===== src/design/epnl_pkg.sv =====
//------------------------------------------------------------------------------
// epnl_pkg
// types, constants and helpers shared by the edgel pair neighbor linker
//------------------------------------------------------------------------------
`default_nettype none
package epnl_pkg;

  localparam int MaxEdgelsDefault = 64;
  localparam logic [16:0] ThresholdReset = 17'd52429;
  localparam logic [16:0] ScoreOne = 17'd65536;

  typedef struct packed {
    logic [9:0] scan_line;
    logic [13:0] pos_x;
    logic [12:0] pos_y;
    logic signed [15:0] dir_x;
    logic signed [15:0] dir_y;
    logic last_edgel;
  } in_item_t;

  typedef struct packed {
    logic [5:0] edgel_index;
    logic pair_valid;
    logic [5:0] pair_left;
    logic [5:0] pair_right;
    logic [16:0] pair_score;
    logic has_left;
    logic [5:0] left_index;
    logic [16:0] left_weight;
    logic has_right;
    logic [5:0] right_index;
    logic [16:0] right_weight;
    logic last_result;
  } out_item_t;

  // controller to datapath
  typedef struct packed {
    logic load;
    logic clear_links;
    logic clear_step;
    logic rd_pair;
    logic sim_start;
    logic upd_link;
    logic rd_rslt;
    logic [5:0] i;
    logic [5:0] j;
  } dp_cmd_t;

  // datapath to controller
  typedef struct packed {
    logic adjacent;
    logic sim_done;
    logic rslt_ready;
  } dp_sts_t;

endpackage
`default_nettype wire


===== src/design/epnl_ctrl.sv =====
//------------------------------------------------------------------------------
// epnl_ctrl
// sequencer for load, pair scan and result output
//------------------------------------------------------------------------------
`default_nettype none
module epnl_ctrl #(
  parameter int MAX_EDGELS = epnl_pkg::MaxEdgelsDefault
) (
  input  wire logic clk,
  input  wire logic rst,
  input  wire logic in_valid,
  output logic in_ready,
  input  wire logic in_last,
  output logic out_valid,
  input  wire logic out_ready,
  output logic [5:0] load_addr,
  output logic last_flag,
  output epnl_pkg::dp_cmd_t cmd,
  input  wire epnl_pkg::dp_sts_t sts
);

  localparam logic [3:0] S_LOAD = 4'd0;
  localparam logic [3:0] S_ROW = 4'd1;
  localparam logic [3:0] S_RD = 4'd2;
  localparam logic [3:0] S_CHK = 4'd3;
  localparam logic [3:0] S_WAIT = 4'd4;
  localparam logic [3:0] S_NEXT = 4'd5;
  localparam logic [3:0] S_ORD = 4'd6;
  localparam logic [3:0] S_OUT = 4'd7;
  localparam logic [3:0] S_CLR = 4'd8;

  logic [3:0] state;
  logic [6:0] count;
  logic [6:0] i, j;
  logic accept;

  assign in_ready = (state == S_LOAD);
  assign accept = in_valid && in_ready;
  assign load_addr = count[5:0];
  assign last_flag = (i + 7'd1 == count);

  always_comb begin
    cmd = '0;
    cmd.i = i[5:0];
    cmd.j = j[5:0];
    cmd.load = accept && (count < 7'(MAX_EDGELS));
    cmd.clear_links = (state == S_CLR);
    cmd.clear_step = (state == S_ROW);
    cmd.rd_pair = (state == S_RD);
    cmd.sim_start = (state == S_CHK) && sts.adjacent;
    cmd.upd_link = (state == S_WAIT) && sts.sim_done;
    cmd.rd_rslt = (state == S_ORD);
  end

  always_ff @(posedge clk) begin
    if (rst) begin
      state <= S_LOAD;
      count <= '0;
      i <= '0;
      j <= '0;
      out_valid <= 1'b0;
    end else begin
      unique case (state)
        S_LOAD: begin
          if (accept) begin
            if (count < 7'(MAX_EDGELS)) count <= count + 7'd1;
            if (in_last) state <= S_CLR;
          end
        end
        S_CLR: begin
          i <= '0;
          state <= S_ROW;
        end
        S_ROW: begin
          j <= i + 7'd1;
          state <= S_NEXT;
        end
        S_NEXT: begin
          if (j < count) state <= S_RD;
          else state <= S_ORD;
        end
        S_RD: state <= S_CHK;
        S_CHK: begin
          if (sts.adjacent) begin
            state <= S_WAIT;
          end else begin
            j <= j + 7'd1;
            state <= S_NEXT;
          end
        end
        S_WAIT: begin
          if (sts.sim_done) begin
            j <= j + 7'd1;
            state <= S_NEXT;
          end
        end
        S_ORD: state <= S_OUT;
        S_OUT: begin
          if (sts.rslt_ready) out_valid <= 1'b1;
          if (out_valid && out_ready) begin
            out_valid <= 1'b0;
            if (last_flag) begin
              count <= '0;
              state <= S_LOAD;
            end else begin
              i <= i + 7'd1;
              state <= S_ROW;
            end
          end
        end
        default: state <= S_LOAD;
      endcase
    end
  end

endmodule
`default_nettype wire


===== config.mk =====
export PLATFORM = sky130hd
export DESIGN_NAME = epnl_ctrl
export DESIGN_NICKNAME = d
export VERILOG_FILES = /design/src/design/epnl_pkg.sv /design/src/design/epnl_ctrl.sv
export SDC_FILE = /design/constraint.sdc
export NUM_CORES = 1
export LEC_CHECK = 0
export ABC_CLOCK_PERIOD_IN_PS = 2100
export BUFFER_PORTS_ARGS = -buffer_cell sky130_fd_sc_hd__buf_4
export CORE_AREA = 2 2 66 68
export CTS_CLUSTER_DIAMETER = 30
export CTS_CLUSTER_SIZE = 12
export DETAILED_ROUTE_END_ITERATION = 12
export DIE_AREA = 0 0 68 70
export PLACE_DENSITY = 0.76
export RECOVER_POWER = 50
export SYNTH_ARGS = -nofsm -noshare
export SYNTH_HDL_FRONTEND = slang
export SYNTH_SLANG_ARGS = --single-unit

===== constraint.sdc =====
create_clock -name clk -period 2.1 [get_ports clk]
set_clock_uncertainty 0.1 [all_clocks]
set_input_delay 0.315 -clock clk [delete_from_list [all_inputs] [get_ports clk]]
set_output_delay 0.315 -clock clk [all_outputs]
set_load 0.05 [all_outputs]

==> metrics.md <==
| Metric | Value |
|---|---|
| Status | complete, but fails checks |
| Failing checks | setup timing |
| Initial antenna violation count | 0 |
| RSZ-0062 raised after global routing | yes |
| Starting density of the core | 48.7% |
| Total CTS buffers | 3 |
| Synth cell types | 53 |
| Synth Warn # | 0 |
| Layout cells sized above 1 | 33.0% |
| Reg2reg setup slack | -0.12 ns |
| Antenna diodes | 0 |
| Post-Synthesis Cells | 256 |
| Core ar. | 4140 um^2 |
| Final setup vio count | 15 |
| Peak supply drop | 0.310 mV |
| Hold-fix buffers, CTS | 0 |
| Yosys reg bits | 26 |
| Final hold vios | 0 |
| Final Cell Area | 2690 um^2 |
| Vias in the first global route | 1883 |
| Leak pwr | 1.01 nW |
| CP max stage delay | 0.35 ns |
| Pin count of the biggest net entering global routing | 22 |
| Maximum clock rate | 0.440 GHz |
| Deepest clock path buffer count | 2 |
| IO buf count | 35 |
| Placed cell area | 2450 um^2 |
| DRC viols | 0 |
| Global-route congestion overflow total | 0 |
| Slowest cell on crit path | dfxtp_2 |
| Nets | 318 |
| Fin crit share | 108% |
| DP HPWL | 3790 um |
| Clk Latency, worst-skew pair | 0.28 ns |
| Worst Tran Pin Value | 0.604 ns |
| Reg clk slew, reported paths | 0.10 ns |
| Drt wl/cell | 15.2 um |
| Critical-path cell list | ha_4, nand3_4, mux2i_4, o32ai_4, o211ai_4, clkinvlp_4, buf_8 |
| Sequential fraction of the synthesis area | 25.8% |
| Hold/Removal Path Class | in2reg |
| CTS tree | done |
| MaxCap Viol Count | 0 |
| TritonRoute pass-1 iters | 4 |
| Synth top area share | 25.8% |
| WHS | 0.188 ns |
| Placement Rows | 24 |
| Vias per Instance | 5.77 |
| Routed vias | 2030 |
| Startpoint types | register |
| Die Y | 70 um |
| Synth area leader | dfxtp_1 |
| Routed WL | 5340 um |
| GRT Util Overall | 22.8% |
| Util after Layout | 64.9% |
| Slew Limit Fails | 0 |
| Post-synth EDFFs | 0 |
| Max FO, Critical Path | 5 |
| Post-Syn Area | 2020 um^2 |
| DRT iter0 DRCs | 159 |
| Crit. End Element | output port |
| Pwr/cell area | 444 nW/um^2 |
| Syn_nets | 273 |
| Area growth syn-to-layout | 33.3% |
| Die footprint | 4760 um^2 |
| Clock sink count | 26 |
| Slew HR | 59.9% |
| WP data arrival | 1.86 ns |
| Worst setup margin | -0.175 ns |
| Synth area leaders | dfxtp_1 (26%), buf_4 (6.7%), ha_1 (5.6%) |
| Post-route ant nets | 0 |
| CP Class | reg2out |
| Main synth FF type | dfxtp_1 |
| Clock root cell | clkbuf_8 |
| # IOs | 36 |
| Syn_area_per_cell | 7.89 um^2 |
| WP data required | 1.68 ns |
| First-pass GRT wire length | 8580 um |
| H-tree levels | 1 |
| RD Place Congestion | 0.831 |
| Final worst path period need | 2.27 ns |
| Asr flop ratio synth | 0% |
| Die X-Extent | 68 um |
==> Yosys cell counts, types with 4 or more instances <==
library cell / number
dfxtp_1: 26
nor2_1: 21
buf_4: 18
a21oi_1: 16
nand2_1: 15
nor3_1: 15
clkbuf_1: 13
inv_1: 10
nand3_1: 10
ha_1: 9
o21ai_0: 9
and2_1: 7
xnor2_1: 7
a211oi_1: 6
nand3b_1: 5
a221oi_1: 4
nand2b_1: 4
==> cell type report <==
class                           count  area, um^2
Clock buffer                        3        41.3
Sequential cell                    26         531
Inverter                           10        41.3
Timing Repair Buffer               73         503
Clock inverter                      1        30.0
Fill cell                         355        1450
Multi-Input combinational cell    187        1480
Tap cell                           52        65.1
==> layer usage <==
layer  global-route usage (%)  wire length, um  up-vias
li1                         -                -     1007
met1                     30.4             2360      958
met2                     35.9             2590       53
met3                     5.31              290       12
met4                     7.33               96        0
met5                        0                0        -
==> sequential cells by signal, summed over array words and instances, names as in the netlist <==
signal     flops
j              7
out_valid      1
state          4
i              7
count          7
==> cell families (layout without fill, tap and decap cells) <==
group	Yosys count	after routing	share of synthesized area, %
compound gates	64	64	23.6
buf+inv	43	87	11.7
xor+xnor	10	10	5.02
mux	2	2	1.05
simple gates	102	102	27.3
fa+ha+maj	9	9	5.58
flops	26	26	25.8
==> worst paths after layout <==
kind	from	to	cells after the start
worst max-delay path	i[0]	last_flag	7
worst min-delay path	in_valid	state[3]	3
worst max register to register	i[0]	i[2]	9
worst min register to register	j[6]	j[6]	2
==> critical path: cells and delay by family, from the launching register on <==
family                     cells  cell delay [ns]
and+or+nand+nor                1             0.13
DFF                            1             0.35
adders and majority gates      1             0.19
AOI/OAI and AO/OA              2             0.35
buffers and inverters          2             0.30
muxes                          1             0.27
==> cell usage in the layout, fill, tap and decap left out, types with 4 or more instances in the layout <==
cell type / n
ha_1: 8
a211oi_2: 5
buf_4: 52
and2_1: 5
dfxtp_2: 5
inv_1: 9
nand3_1: 10
a21oi_1: 15
nand3b_1: 5
xnor2_1: 5
nor3_1: 12
clkbuf_1: 17
nor2_1: 21
nand2b_1: 4
dfxtp_1: 20
o21ai_0: 8
nand2_1: 15
==> repair_timing <==
| item | CTS | global route |
|---|---|---|
| gates resized for setup | 16 | 25 |
| buffers inserted | 3 | 2 |
| setup endpoints to repair | 15 | 18 |
| pin swaps | 6 | 6 |
==> power breakdown <==
group	total [mW]	switching [mW]	leakage [nW]	internal [mW]
clock	0.430	0.175	0.0357	0.256
sequential	0.509	0.00982	0.213	0.499
combinational	0.257	0.155	0.764	0.102
total	1.20	0.339	1.01	0.857
==> metrics by stage <==
| step | setup TNS [ns] | power, mW | std cells | setup slack [ns] |
|---|---|---|---|---|
| floorplan | -0.0725 | 0.677 | 256 | -0.0700 |
| global placement | -0.314 | 0.735 | 343 | -0.220 |
| detailed placement | -1.18 | 0.737 | 343 | -0.251 |
| CTS | -0.881 | 1.18 | 350 | -0.128 |
| global route | -2.34 | 1.24 | 352 | -0.239 |
| finish | -1.01 | 1.20 | 352 | -0.175 |
(Power assumes the default switching activity.)
